**src/rtl/lpht_ram.sv**
```systemverilog
// Generic simple dual-port RAM, one write and one registered read port.
// No dependencies.
module lpht_ram #(
	parameter int WIDTH = 8,
	parameter int DEPTH = 64
) (
	input  logic                     clk,
	input  logic                     we,
	input  logic [$clog2(DEPTH)-1:0] waddr,
	input  logic [WIDTH-1:0]         wdata,
	input  logic [$clog2(DEPTH)-1:0] raddr,
	output logic [WIDTH-1:0]         rdata
);
	logic [WIDTH-1:0] mem_q [DEPTH];

	always_ff @(posedge clk) begin
		if (we) begin
			mem_q[waddr] <= wdata;
		end
		rdata <= mem_q[raddr];
	end
endmodule

```
**config.mk**
```make
export PLATFORM = sky130hd
export DESIGN_NAME = lpht_ram
export DESIGN_NICKNAME = d
export VERILOG_FILES = /design/src/rtl/lpht_ram.sv
export SDC_FILE = /design/constraint.sdc
export NUM_CORES = 1
export LEC_CHECK = 0
export BUFFER_PORTS_ARGS = -buffer_cell sky130_fd_sc_hd__buf_2
export CAP_MARGIN = 20
export CORE_ASPECT_RATIO = 1.2
export CORE_MARGIN = 1.5
export CORE_UTILIZATION = 56
export CTS_CLUSTER_DIAMETER = 80
export CTS_CLUSTER_SIZE = 25
export DETAILED_ROUTE_END_ITERATION = 8
export PLACE_DENSITY_LB_ADDON = 0.3
export SETUP_SLACK_MARGIN = 0.02
export SLEW_MARGIN = 20
export SYNTH_ARGS = -nofsm -noshare
export SYNTH_HDL_FRONTEND = slang
export SYNTH_SLANG_ARGS = --single-unit
```
**constraint.sdc**
```tcl
create_clock -name clk -period 1.9 [get_ports clk]
set_input_delay 0.19 -clock clk [delete_from_list [all_inputs] [get_ports clk]]
set_output_delay 0.19 -clock clk [all_outputs]
set_load 0.05 [all_outputs]
```
# --- After elaboration in Yosys (flattened, before gate mapping) ---
# Memory sizes are Yosys's and may differ from the RTL's. A register that Yosys moved wholly into a read port is not among the register bits.
# Index checks and enable logic that the tools add are counted.
classes:
  n_mux: 2
op_table:
  columns: ["op", "count"]
  rows:
  - ["two-way mux 1 bit", 2]
totals:
  ff_bits: 0
  n_memories: 1
  inputBits: 22
  output_inout_bits: 8
  ram_bits: 512
mem_list:
  columns: ["memory", "depth", "width", "read_ports", "rd_clocked_by_memory_dff", "wr", "line", "rtl"]
  rows:
  - ["mem_q", 64, 8, 1, 1, 1, "14", "logic [WIDTH-1:0] mem_q [DEPTH];"]

# --- Longest topological paths before layout ---
depth:
  ltp_word: 2
  depth_mapped: 9
  depth_no_buf: 5

# --- Least setup slack after synthesis ---
# Ideal clock, no wire load.
synth_timing:
  path_kind: "input to register"
  from: "input port raddr[1]"
  to: "register rdata[3], read port of mem_q"
  slack_ns: 0.042
  t_arrival_ns: 1.730
  setup_ns: 0.128
  path_stages: 7
  n_path_buf: 3
  t_required_ns: 1.772
  cell_sequence: "buf_4 -> buf_2 -> buf_2 -> mux4_2 -> mux4_2 -> o21ai_1 -> o41ai_1"
synth_rtl:
  columns: ["item", "line", "rtl"]
  rows:
  - ["start, declared", "11", "input logic [$clog2(DEPTH)-1:0] raddr,"]
  - ["end, declared", "12", "output logic [WIDTH-1:0] rdata"]

==> impl_metrics.env <==
export IMPL_numCtsBuffers=24
export IMPL_synth_compound_area_frac=0.0207
export IMPL_ys_warn_count=0
export IMPL_viasPerCell=6.24
export IMPL_reg2reg_to="rdata[4]$_DFF_P_"
export IMPL_timing_rr_start="mem_q[21][4]$_DFFE_PP_"
export IMPL_nets=1118
export IMPL_synthXorXnorAreaFrac=0
export IMPL_avgSynthCellArea_sq_um=21.5
export IMPL_coreArea_sq_mm=0.0352
export IMPL_critPathMaxFanout=1
export IMPL_reg2regPathDepth=6
export IMPL_drive_gt1_frac=0.321
export IMPL_grt_pass1_vias=10100
export IMPL_yosysSeqAreaShare=0.770
export IMPL_power_w=0.0199
export IMPL_synth_area_sq_mm=0.0202
export IMPL_clk_pin_slew_worst_paths_ns=0.10
export IMPL_dieWidth_um=176
export IMPL_synth_top_family_by_area="multiplexers"
export IMPL_routedWlPerCell_um=27.6
export IMPL_grt_pass1_wl_um=64500
export IMPL_p_seq_frac=0.640
export IMPL_worstSetupStartpointType="register"
export IMPL_switching_share=0.209
export IMPL_dpl_cell_area_sq_mm=0.0218
export IMPL_relSlewSlack=0.261
export IMPL_start_util=0.573
export IMPL_p_per_area_mw_per_mm2=877
export IMPL_drc_errors=0
export IMPL_crit_slowest_cell="mux4_2"
export IMPL_synthDistinctLibCells=40
export IMPL_ys_ff_latch=520
export IMPL_cts_sinks=520
export IMPL_setup_violations=1
export IMPL_clockBufferDepth=3
export IMPL_power_leakage_nw=7.25
export IMPL_max_freq_mhz=526
export IMPL_pwr_share_comb=0.070
export IMPL_worst_r2r_setup_slack_ns=-0.001
export IMPL_fin_skew_ns=0.0183
export IMPL_multiInputGateArea_sq_mm=0.00443
export IMPL_via_count=9842
export IMPL_stdcell_area_sq_mm=0.0227
export IMPL_drv_slew=0
export IMPL_nFillCells=2345
export IMPL_syn_num_nets=962
export IMPL_status="finished, violations left"
export IMPL_hold_depth=1
export IMPL_rsz0062_at_grt="yes"
export IMPL_critPathRequiredTime_ns=2.35
export IMPL_hold_viol_final=0
export IMPL_grt_remaining_overflow=0
export IMPL_power_internal_w=0.0157
export IMPL_tritoncts="yes"
export IMPL_crit_chain="mux4_2 -> mux2_4 -> o221a_4 -> nor3_2 -> buf_4 -> o32ai_2"
export IMPL_tightest_slew_ns=1.11
export IMPL_diodes=0
export IMPL_fp_row_count=75
export IMPL_holdCritPathClass="input pin to register"
export IMPL_clkPwrFrac=0.291
export IMPL_hold_end="mem_q[1][1]$_DFFE_PP_"
export IMPL_port_buffers=29
export IMPL_tns_ns=-0.00147
export IMPL_antenna_found_initial=2
export IMPL_worstSetupPathType="register to register"
export IMPL_muxShareOfSynthArea=0.159
export IMPL_slowest_delay_ns=0.49
export IMPL_areaGrowthSynthToFinish_pct=12.5
export IMPL_clock_latency_ns=0.57
export IMPL_place_ws_ns=-0.615
export IMPL_violations="setup timing"
export IMPL_grt_max_degree=65
export IMPL_antenna_left=0
export IMPL_cap_violations=0
export IMPL_synthSimpleGateAreaFrac=0.0339
export IMPL_crit_arrival_ns=2.35
export IMPL_fin_crit_sh=1.00
export IMPL_cts_root_buf="clkbuf_16"
export IMPL_pin_count=30
export IMPL_fp_dieArea_sq_mm=0.0372
export IMPL_worst_setup_path_end_kind="register"
export IMPL_seq_area_sq_mm=0.0155
export IMPL_grt_usage=0.244
export IMPL_hp_start="wdata[1]"
export IMPL_routed_wl_um=43600
export IMPL_ir_drop_v=0.000895
export IMPL_hpwl_um=28300
export IMPL_postSynthCellCount=940
export IMPL_power_switching_w=0.00415
export IMPL_cts_max_level=1
export IMPL_synth_fa_ha_area_frac=0
export IMPL_routabilityCongestion=0.804
export IMPL_dr_first_iter_drc_count=1269
export IMPL_worst_slack_ns=-0.00147
export IMPL_fp_dieH_um=211
export IMPL_fin_crit_ns=1.90
export IMPL_dr_pass1_iters=6
-- per-layer routing --
metal | GRT usage | wire, um
met1 | 0.337 | 16900
met2 | 0.405 | 22000
met3 | 0.0292 | 2960
met4 | 0.0908 | 1610
met5 | 0 | 18
-- worst max-delay path, delay by kind of cell, from the launching register on --
family | cells | cell delay, ns
mux | 2 | 0.79
flops | 1 | 0.37
compound gates | 2 | 0.36
buf+inv | 1 | 0.17
simple gates | 1 | 0.11
-- timing repair --
action                                 in CTS  in global routing
buffers inserted                            0                  0
setup endpoints to repair                   7                  7
gates resized for setup                    12                 11
hold buffers                                1                  0
pin swaps                                   1                  4
endpoints found under the hold margin       7                  0
-- flip-flops by register name, indices dropped and copies added, names as in the netlist --
| name | cells |
|---|---|
| mem_q | 512 |
| rdata | 8 |
-- worst max path at each step --
stage	startpoint	end	slack [ns]	depth (start not counted)
after detailed placement	raddr[0]	rdata[3]$_DFF_P_	-0.62	7
after global placement	raddr[0]	rdata[3]$_DFF_P_	-0.52	7
final	mem_q[21][4]$_DFFE_PP_	rdata[4]$_DFF_P_	-0.001	6
after floorplan	raddr[1]	rdata[3]$_DFF_P_	0.04	7
after global routing	mem_q[16][4]$_DFFE_PP_	rdata[4]$_DFF_P_	-0.04	6
after CTS	mem_q[21][4]$_DFFE_PP_	rdata[4]$_DFF_P_	-0.04	6
-- cells by family after synthesis --
group | Yosys count
AO/OA/AOI/OAI | 54
buffers and inverters | 51
flip-flops | 520
multiplexers | 162
AND/OR/NAND/NOR | 153
-- layout by cell type, fill, tap and decap left out, types with 8 or more instances in the layout --
master / netlist / layout
edfxtp_1: 512 / 512
buf_4: 13 / 145
mux4_2: 126 / 126
nor2_1: 83 / 80
clkbuf_16: 0 / 25
mux2i_1: 23 / 23
buf_2: 11 / 23
nand2_1: 19 / 19
clkbuf_1: 17 / 18
nor2b_1: 14 / 14
nand3_1: 13 / 13
mux2_2: 13 / 11
buf_12: 2 / 10
o221ai_1: 8 / 8
o22ai_1: 8 / 8
dfxtp_1: 8 / 8
-- cell usage after synthesis --
cell         n  area [sq um]
mux4_2     126          2840
or3_1        1          6.26
o2bb2ai_1    3          26.3
dfxtp_1      8           160
and2_1       1          6.26
nand2b_1     7          43.8
nand4_1      2          12.5
o2111ai_1    3          26.3
a22oi_1      3          22.5
mux2_2      13           146
a221oi_1     6          52.6
mux2i_1     23           230
clkbuf_1    17          63.8
a31oi_1      1          6.26
o22ai_1      8          50.1
buf_2       11          55.1
o221a_2      2          22.5
buf_4       13          97.6
nand4b_1     1          8.76
o21ai_0      2          10.0
buf_6        4          45.0
nor2b_1     14          87.6
nor3_1       7          35.0
o21a_1       2          15.0
edfxtp_1   512         15400
nor4_1       2          12.5
o21ai_1      2          10.0
o311ai_1     1          8.76
o32ai_1      2          17.5
o41ai_1      2          17.5
nand3_1     13          65.1
a21oi_1      3          15.0
nand2_1     19          71.3
nor2_1      83           312
a211oi_1     4          30.0
nand3b_1     3          22.5
buf_12       2          40.0
o221ai_1     8          70.1
a2111oi_0    2          17.5
buf_1        4          15.0
-- power groups by stage --
stage          Clock, W  Combinational, W  Sequential, W
2_1_floorplan         0          0.000677         0.0130
3_3_place_gp          0           0.00133         0.0130
3_5_place_dp          0           0.00135         0.0130
4_1_cts         0.00590           0.00137         0.0127
5_1_grt         0.00623           0.00147         0.0127
6_report        0.00579           0.00138         0.0127
-- per-stage QoR --
stage,std cells,hold WS (ns),utilization
2_1_floorplan,940,0.289,-
3_3_place_gp,1531,0.537,0.621
3_5_place_dp,1531,0.527,0.621
4_1_cts,1576,0.0113,0.643
5_1_grt,1576,0.0417,0.645
6_report,1576,0.0334,0.645
-- cell type report --
type	instances	share of cell area
multi-input combinational	369	0.195
tap	462	0.0255
clock buffer	43	0.0306
clock inverter	1	0.000331
sequential	520	0.685
timing repair buffer	181	0.0634
Note: power is estimated with default switching activity, not from simulation.
