File: src/rtl/lpht_pkg.sv
// Package for the linear-probe hash table: operation and mark codes,
// slot entry layout, FNV-1a constants and key masking.
// No dependencies.
package lpht_pkg;

	typedef enum logic [1:0] {
		OP_SET = 2'd0,
		OP_GET = 2'd1,
		OP_DEL = 2'd2
	} lpht_op_t;

	typedef enum logic [1:0] {
		MARK_EMPTY = 2'd0,
		MARK_LIVE  = 2'd1,
		MARK_TOMB  = 2'd2
	} lpht_mark_t;

	typedef struct packed {
		logic [1:0]  mark;
		logic [3:0]  len;
		logic [63:0] key;
		logic [63:0] value;
	} lpht_entry_t;

	localparam logic [63:0] FNV_BASIS   = 64'hcbf29ce484222325;
	// prime is 2^40 + 0x1b3
	localparam int          FNV_SHIFT   = 40;
	localparam logic [8:0]  FNV_LOW     = 9'h1b3;
	localparam int          LOAD_NUM    = 10;
	localparam int          LOAD_DEN    = 7;

	// keeps the low len bytes of a key
	function automatic logic [63:0] key_mask(input logic [3:0] len);
		logic [63:0] m;
		m = '0;
		for (int b = 0; b < 8; b++) begin
			if (4'(b) < len) begin
				m[b*8 +: 8] = 8'hff;
			end
		end
		return m;
	endfunction

endpackage

File: src/rtl/lpht_hash.sv
// Iterative FNV-1a hasher (one byte a cycle), then, if the depth is not a power
// of two, byte-serial reduction modulo it by reciprocal multiplication. Uses lpht_pkg.
module lpht_hash #(
	parameter int DEPTH = 64
) (
	input  logic                     clk,
	input  logic                     arst_n,
	input  logic                     start,
	input  logic [63:0]              key,
	input  logic [3:0]               len,
	output logic                     done,
	output logic [$clog2(DEPTH)-1:0] home
);
	import lpht_pkg::*;

	localparam int  AW   = $clog2(DEPTH);
	localparam int  XW   = AW + 8;
	localparam bit  POW2 = (DEPTH & (DEPTH - 1)) == 0;
	localparam logic [AW:0] DEP = (AW+1)'(DEPTH);
	// floor(2^XW / DEPTH); quotient estimate is low by at most one
	localparam logic [8:0]  RECIP = 9'((2**XW) / DEPTH);

	typedef enum logic [2:0] {
		H_IDLE = 3'b001,
		H_BYTE = 3'b010,
		H_MOD  = 3'b100
	} hstate_t;

	hstate_t        state_q;
	logic [63:0]    h_q;
	logic [63:0]    key_q;
	logic [3:0]     left_q;
	logic [3:0]     mcnt_q;
	logic [AW-1:0]  rem_q;
	logic [XW-1:0]  x_q;
	logic [7:0]     qa_q;
	logic [AW-1:0]  home_q;
	logic           done_q;

	logic [63:0]    hx;
	logic [63:0]    h_next;
	logic [XW-1:0]  x_cur;
	logic [XW+8:0]  prod;
	logic [XW-1:0]  qd;
	logic [XW-1:0]  diff;
	logic [AW:0]    rem_w;
	logic [AW-1:0]  rem_next;

	always_comb begin
		hx     = h_q ^ {56'd0, key_q[7:0]};
		h_next = (hx << FNV_SHIFT) + 64'(hx * 64'(FNV_LOW));
		// odd count: estimate quotient of {rem, top byte}
		x_cur  = {rem_q, h_q[63:56]};
		prod   = (XW+9)'(x_cur) * (XW+9)'(RECIP);
		// even count: remainder from the estimate, one fix-up subtract
		qd     = XW'(qa_q) * XW'(DEPTH);
		diff   = x_q - qd;
		rem_w  = diff[AW:0];
		if (rem_w >= DEP) begin
			rem_next = AW'(rem_w - DEP);
		end else begin
			rem_next = rem_w[AW-1:0];
		end
	end

	always_ff @(posedge clk or negedge arst_n) begin
		if (!arst_n) begin
			state_q <= H_IDLE;
			done_q  <= 1'b0;
		end else begin
			done_q <= 1'b0;
			case (state_q)
				H_IDLE: begin
					if (start) begin
						state_q <= H_BYTE;
					end
				end
				H_BYTE: begin
					if (left_q == 4'd0) begin
						if (POW2) begin
							done_q  <= 1'b1;
							state_q <= H_IDLE;
						end else begin
							state_q <= H_MOD;
						end
					end
				end
				H_MOD: begin
					if (mcnt_q == 4'd0) begin
						done_q  <= 1'b1;
						state_q <= H_IDLE;
					end
				end
				default: state_q <= H_IDLE;
			endcase
		end
	end

	always_ff @(posedge clk) begin
		case (state_q)
			H_IDLE: begin
				h_q    <= FNV_BASIS;
				key_q  <= key;
				left_q <= len;
			end
			H_BYTE: begin
				if (left_q != 4'd0) begin
					h_q    <= h_next;
					key_q  <= key_q >> 8;
					left_q <= left_q - 4'd1;
				end else begin
					home_q <= h_q[AW-1:0];
					rem_q  <= '0;
					mcnt_q <= 4'd15;
				end
			end
			H_MOD: begin
				mcnt_q <= mcnt_q - 4'd1;
				if (mcnt_q[0]) begin
					x_q  <= x_cur;
					qa_q <= prod[XW +: 8];
					h_q  <= h_q << 8;
				end else begin
					rem_q <= rem_next;
					if (mcnt_q == 4'd0) begin
						home_q <= rem_next;
					end
				end
			end
			default: ;
		endcase
	end

	assign done = done_q;
	assign home = home_q;
endmodule

File: config.mk
export PLATFORM = sky130hd
export DESIGN_NAME = lpht_hash
export DESIGN_NICKNAME = d
export VERILOG_FILES = /design/src/rtl/lpht_pkg.sv /design/src/rtl/lpht_hash.sv
export SDC_FILE = /design/constraint.sdc
export NUM_CORES = 1
export LEC_CHECK = 0
export BUFFER_PORTS_ARGS = -buffer_cell sky130_fd_sc_hd__buf_2
export CAP_MARGIN = 20
export CORE_MARGIN = 1.5
export CORE_UTILIZATION = 35
export DETAILED_ROUTE_END_ITERATION = 10
export GPL_ROUTABILITY_DRIVEN = 0
export GPL_TIMING_DRIVEN = 1
export PLACE_DENSITY = 0.65
export SLEW_MARGIN = 20
export SYNTH_ARGS = -nofsm -noshare
export SYNTH_HDL_FRONTEND = slang
export SYNTH_SLANG_ARGS = --single-unit
File: constraint.sdc
create_clock -name clk -period 3 [get_ports clk]
set_input_delay 0.3 -clock clk [delete_from_list [all_inputs] [get_ports clk]]
set_output_delay 0.3 -clock clk [all_outputs]
set_load 0.05 [all_outputs]
# [Word-level counts from Yosys, hierarchy flattened]
# Index checks and enable logic that the tools add are counted.
[totals] register_bits=154 inputBits=71 out_inout_bits=7 wordCells=60
[classes] n_mux=21 multipliers=1 magnitude_cmp=1 addsub=5 n_eq_ne=10 n_reduce_logical=12 bitwise=1
[ops] cell="64-bit 2-to-1 mux" n=3
[ops] cell="64-bit case mux with 3 select lines" n=1
[ops] cell="64-bit case mux with 2 select lines" n=1
[ops] cell="64-bit adder" n=1
[ops] cell="64-bit by 9-bit multiplier with 64-bit output (second input constant)" n=1
[ops] cell="64-bit by 8-bit XOR with 64-bit output" n=1
[ops] cell="6-bit 2-to-1 mux" n=4
[ops] cell="4-bit case mux with 2 select lines" n=2
[ops] cell="2-bit != test (second input constant)" n=7
[ops] cell="6-bit case mux with 2 select lines" n=1
[ops] cell="3-bit 2-to-1 mux" n=3
[ops] cell="3-bit case mux with 3 select lines" n=1
[ops] cell="4-bit zero test" n=2
[ops] cell="4-bit 2-to-1 mux" n=2
[ops] cell="4-bit by 1-bit subtractor with 4-bit output (second input constant)" n=2
[ops] cell="7-bit greater-or-equal comparator (second input constant)" n=1
[ops] cell="7-bit subtractor" n=1
[ops] cell="2-bit AND reduction" n=3
[ops] cell="3-bit AND reduction" n=2
[ops] cell="6-bit by 1-bit subtractor with 6-bit output (second input constant)" n=1
[ops] cell="4-bit AND reduction" n=1
[ops] cell="2-bit nonzero test" n=2
[ops] cell="4-bit nonzero test" n=1
[ops] cell="3-bit by 1-bit equality test with 1-bit output (second input constant)" n=1
[ops] cell="5 further kinds" n=6

# [Logic depth before layout (Yosys ltp)]
[depth] depth_word=6 ltp_mapped=10 depth_no_buf=10

# [Worst setup path before layout]
# Ideal clock, no wire load.
[synth_timing] path_type="register -> register" start="register key_q[3]" end="register h_q[5] (data pin)" required_time_ns=2.742 path_slack_ns=0.340 setup_time_ns=0.258 path_buffers=0 path_stages_with_launch=11 arrival_time_ns=2.402 period_less_slack_ns=2.660 path_cell_list="edfxtp_1 -> xor2_2 -> and2_1 -> ha_1 -> ha_1 -> ha_1 -> ha_1 -> xor2_1 -> xnor2_2 -> xnor3_1 -> nand2_1"
[synth_between] elab_chain_cells=5
[synth_lines] item="start: declaration" line="lpht_hash.sv:31" rtl="logic [63:0] key_q;"
[synth_lines] item="start signal: assignment" line="lpht_hash.sv:103" rtl="key_q <= key;"
[synth_lines] item="start signal: assignment" line="lpht_hash.sv:109" rtl="key_q <= key_q >> 8;"
[synth_lines] item="64-bit by 8-bit XOR with 64-bit output" line="lpht_hash.sv:50" rtl="hx = h_q ^ {56'd0, key_q[7:0]};"
[synth_lines] item="64-bit by 9-bit multiplier with 64-bit output" line="lpht_hash.sv:51" rtl="h_next = (hx << FNV_SHIFT) + 64'(hx * 64'(FNV_LOW));"
[synth_lines] item="64-bit adder" line="lpht_hash.sv:51"
[synth_lines] item="64-bit 2-to-1 mux" line="lpht_hash.sv:107" rtl="if (left_q != 4'd0) begin"
[synth_lines] item="64-bit case mux with 3 select lines" line="lpht_hash.sv:100" rtl="case (state_q)"
[synth_lines] item="end signal: assignment" line="lpht_hash.sv:108" rtl="h_q <= h_next;"
[synth_lines] item="end signal: assignment" line="lpht_hash.sv:122" rtl="h_q <= h_q << 8;"
[synth_lines] item="end: declaration" line="lpht_hash.sv:30" rtl="logic [63:0] h_q;"
# Every way passes these cells. The select of a mux whose other input is x is not followed.
# A chain may end at the register's enable or synchronous reset.

# [Worst setup path in the final report]
# Ends and elaborated chain as after synthesis.

==> results.txt <==
----------------------------------------------------
[Timing]
  Top achievable clock speed ... 0.3579 GHz
  Transition at the pin with the smallest max-transition slack ... 538.0 ps
  Worst slew margin relative to its limit ... 64.14%
  Shortest clock period the worst path allows after layout ... 2794 ps
  Post-route clock period utilization ... 93.14%
  Total of endpoints with negative setup slack in the final report ... 0
  RSZ-0062 raised after global routing ... no
  Clk_skew ... 10.29 ps
  Final setup TNS ... 0 ps
  Count of final max-slew check failures ... 0
  Hold Fails Final Rpt ... 0

[Floorplan]
  Die footprint ... 9140 um2
  Io pins ... 78
  Number of rows in the core area ... 33
  Width of the chip ... 95.61 um
  Starting density of the core ... 36.35%
  Floorplan Core Area ... 8258 um2
  Die Ht ... 95.61 um

[Global route]
  Total track usage ... 13.20%
  Initial antenna violation count ... 0
  Gr ovfl total ... 0
  Pin count of the biggest net entering global routing ... 58
  First-pass GRT wire length ... 8838 um
  Via count of the first global-routing pass ... 1884

[Pwr]
  Share of total power in combinational logic ... 39.1%
  Portion of total power attributed to sequential cells ... 43.3%
  Switching power of the nets ... 1.390 mW
  Internal power ... 2.828 mW
  Post-layout total power ... 4.218 mW
  Sw Ratio ... 32.95%
  Clock share of power ... 17.6%
  P_leak ... 1.633 nW
  Power Density ... 1159 nW/um2
  Maximum vdd ir drop ... 0.6134 mV

[Logic synthesis]
  Number of distinct library cells after synthesis ... 24
  Total nets after synthesis ... 346
  Synthesized area per cell ... 11.37 um2
  Seq cells post-synth ... 67
  Instance count of the mapped netlist ... 264
  Number of warning messages in the yosys log ... 0
  Netlist area before placement ... 3002 um2
  Portion of the post-synthesis area used by sequential elements ... 66.57%

[Routing]
  Detail-routed via count per cell ... 4.434
  1st-pass router iterations ... 6
  Number of violations reported at the end of detailed-routing iteration 0 ... 104
  Total via count after detailed routing ... 1951
  DR DRC count ... 0
  Remaining number of nets flagged by the antenna check after routing ... 0
  Post-DR wirelength/cell ... 12.35 um
  Routed wire length ... 5435 um

[Layout]
  # diodes ... 0
  Number of nets in the finished design ... 412
  Area overhead of the layout relative to synthesis ... 21.26%
  Fraction of final layout cells sized beyond drive strength 1 ... 25.67%
  FILL cells ... 819
  Most common cell after layout, fill and taps aside ... sky130_fd_sc_hd__nand2_1
  Commonest cells after routing, fill and taps aside ... sky130_fd_sc_hd__nand2_1, sky130_fd_sc_hd__edfxtp_1, sky130_fd_sc_hd__buf_2

[Setup path]
  Startpoint types ... register
  Nature of the critical path endpoint ... register
  Required time of the worst setup path ... 3070 ps
  Worst-path maximum fanout ... 4
  Worst EP arrival ... 2870 ps
  Type of the worst setup path ... register to register

[CTS]
  H-tree depth ... 3
  Clk Tree Root Cell ... sky130_fd_sc_hd__clkbuf_8
  CTS Buf Count ... 9
  CTS max path bufs ... 2
  Clock sinks ... 67
  Clock tree from TritonCTS ... yes
  Clk Latency, worst-skew pair ... 340 ps
  Clock-pin slew of the registers on the worst-case setup and hold paths ... 80 ps

[Run status]
  Outcome ... finished clean

[Worst hold path]
  Hold Crit Class ... input pin to register

[Place]
  Buffers on Ports ... 61
  Detailed placement HPWL ... 3558 um

[Flow run]
  Max-cap violation count ... 0

----------------------------------------------------
logic make-up after synthesis:
kind of cell | count (synthesis) | synth area share (%)
flops | 67 | 66.57
fa+ha+maj | 11 | 4.585
simple gates | 151 | 20.38
xor+xnor | 15 | 5.336
buf+inv | 14 | 2.042
compound gates | 6 | 1.084
power by group through the flow:
stage	Clock [mW]	Combinational (mW)	Sequential (mW)
after global placement	0	1.63	1.83
after floorplan	0	1.26	1.82
after CTS	0.757	1.69	1.84
after detailed placement	0	1.68	1.85
final	0.741	1.65	1.83
after global routing	0.800	1.89	1.88
worst max-delay path, cell delays in order, from the launching register on:
cell	delay [ps]
sky130_fd_sc_hd__edfxtp_1	420
sky130_fd_sc_hd__xor2_2	270
sky130_fd_sc_hd__xnor2_1	110
sky130_fd_sc_hd__ha_1	300
sky130_fd_sc_hd__ha_1	270
sky130_fd_sc_hd__ha_1	270
sky130_fd_sc_hd__ha_1	210
sky130_fd_sc_hd__xor2_1	250
sky130_fd_sc_hd__xnor2_2	110
sky130_fd_sc_hd__xnor3_1	270
sky130_fd_sc_hd__nand2_1	50
state kept, by name, indices dropped and copies added (netlist names):
signal and count:
key_q 48, left_q 4, done 1, h_q 6, state_q 2, home 6
timing repair:
action	CTS	global route
setup buffers	0	0
hold buffers	1	0
endpoints found under the hold margin	3	0
gates resized for setup	0	0
per-layer routing:
| layer | up-vias | GRT usage (%) | wire length, um | part of all wire (%) |
|---|---|---|---|---|
| li1 | 999 | - | - | - |
| met1 | 885 | 17.10 | 2535 | 47 |
| met2 | 55 | 20.36 | 2502 | 46 |
| met3 | 12 | 3.190 | 287 | 5.3 |
| met4 | 0 | 6.985 | 108 | 2.0 |
| met5 | - | 0 | 0 | 0 |
per-stage QoR:
stage / utilization (%) / hold slack, ps / instances / cell area, um2 / worst slack [ps]
after CTS: 44.08 / 174.9 / 440 / 3640 / 174.4
final: 44.08 / 187.9 / 440 / 3640 / 205.9
after detailed placement: 41.67 / 103.7 / 423 / 3441 / 197.8
after floorplan: - / 4.409 / 264 / 3002 / 339.8
after global routing: 44.08 / 179.1 / 440 / 3640 / 68.95
after global placement: 41.67 / 100.7 / 423 / 3441 / 257.7
synth_stat cells:
cell                       count  area (um2)
sky130_fd_sc_hd__inv_1         3       11.26
sky130_fd_sc_hd__nor2_1        2       7.510
sky130_fd_sc_hd__clkbuf_1      4       15.01
sky130_fd_sc_hd__nand2b_1      2       12.51
sky130_fd_sc_hd__xnor2_1       7       61.31
sky130_fd_sc_hd__xnor2_2       1       16.27
sky130_fd_sc_hd__xnor3_1       1       22.52
sky130_fd_sc_hd__and2_2        1       7.510
sky130_fd_sc_hd__edfxtp_1     64        1922
sky130_fd_sc_hd__dfrtp_1       2       50.05
sky130_fd_sc_hd__nor3_1        1       5.000
sky130_fd_sc_hd__dfstp_2       1       26.28
sky130_fd_sc_hd__ha_1         11       137.6
sky130_fd_sc_hd__xor2_2        1       16.27
sky130_fd_sc_hd__buf_2         7       35.03
sky130_fd_sc_hd__or2_2         2       12.51
sky130_fd_sc_hd__a21o_1        1       7.510
sky130_fd_sc_hd__and3_1        1       6.260
sky130_fd_sc_hd__a21oi_1       1       5.000
sky130_fd_sc_hd__o21ai_0       4       20.02
sky130_fd_sc_hd__nand2_1     131       491.7
sky130_fd_sc_hd__nor2b_1       2       12.51
sky130_fd_sc_hd__and2_1        9       56.30
sky130_fd_sc_hd__xor2_1        5       43.79
path summary, 6_finish.rpt:
check | slack [ps] | endpoint | from | cells past startpoint
max reg2reg | 210 | h_q[5] | key_q[3] | 10
min reg2reg | 470 | home[2] | h_q[2] | 0
min | 190 | state_q[1] | start | 2
min in group asynchronous | 280 | state_q[1] | arst_n | 2
max | 210 | h_q[5] | key_q[3] | 10
max in group asynchronous | 2510 | state_q[0] | arst_n | 2
cell type report:
type	count	area, um2	share of cell area (%)
sequential	67	1998	54.90
multi-input combinational	183	952.2	26.16
timing repair buffer	66	357.8	9.832
clock buffer	13	148.9	4.091
tap	105	131.4	3.609
clock inverter	3	40.04	1.100
inverter	3	11.26	0.3094
(Power assumes the default switching activity.)
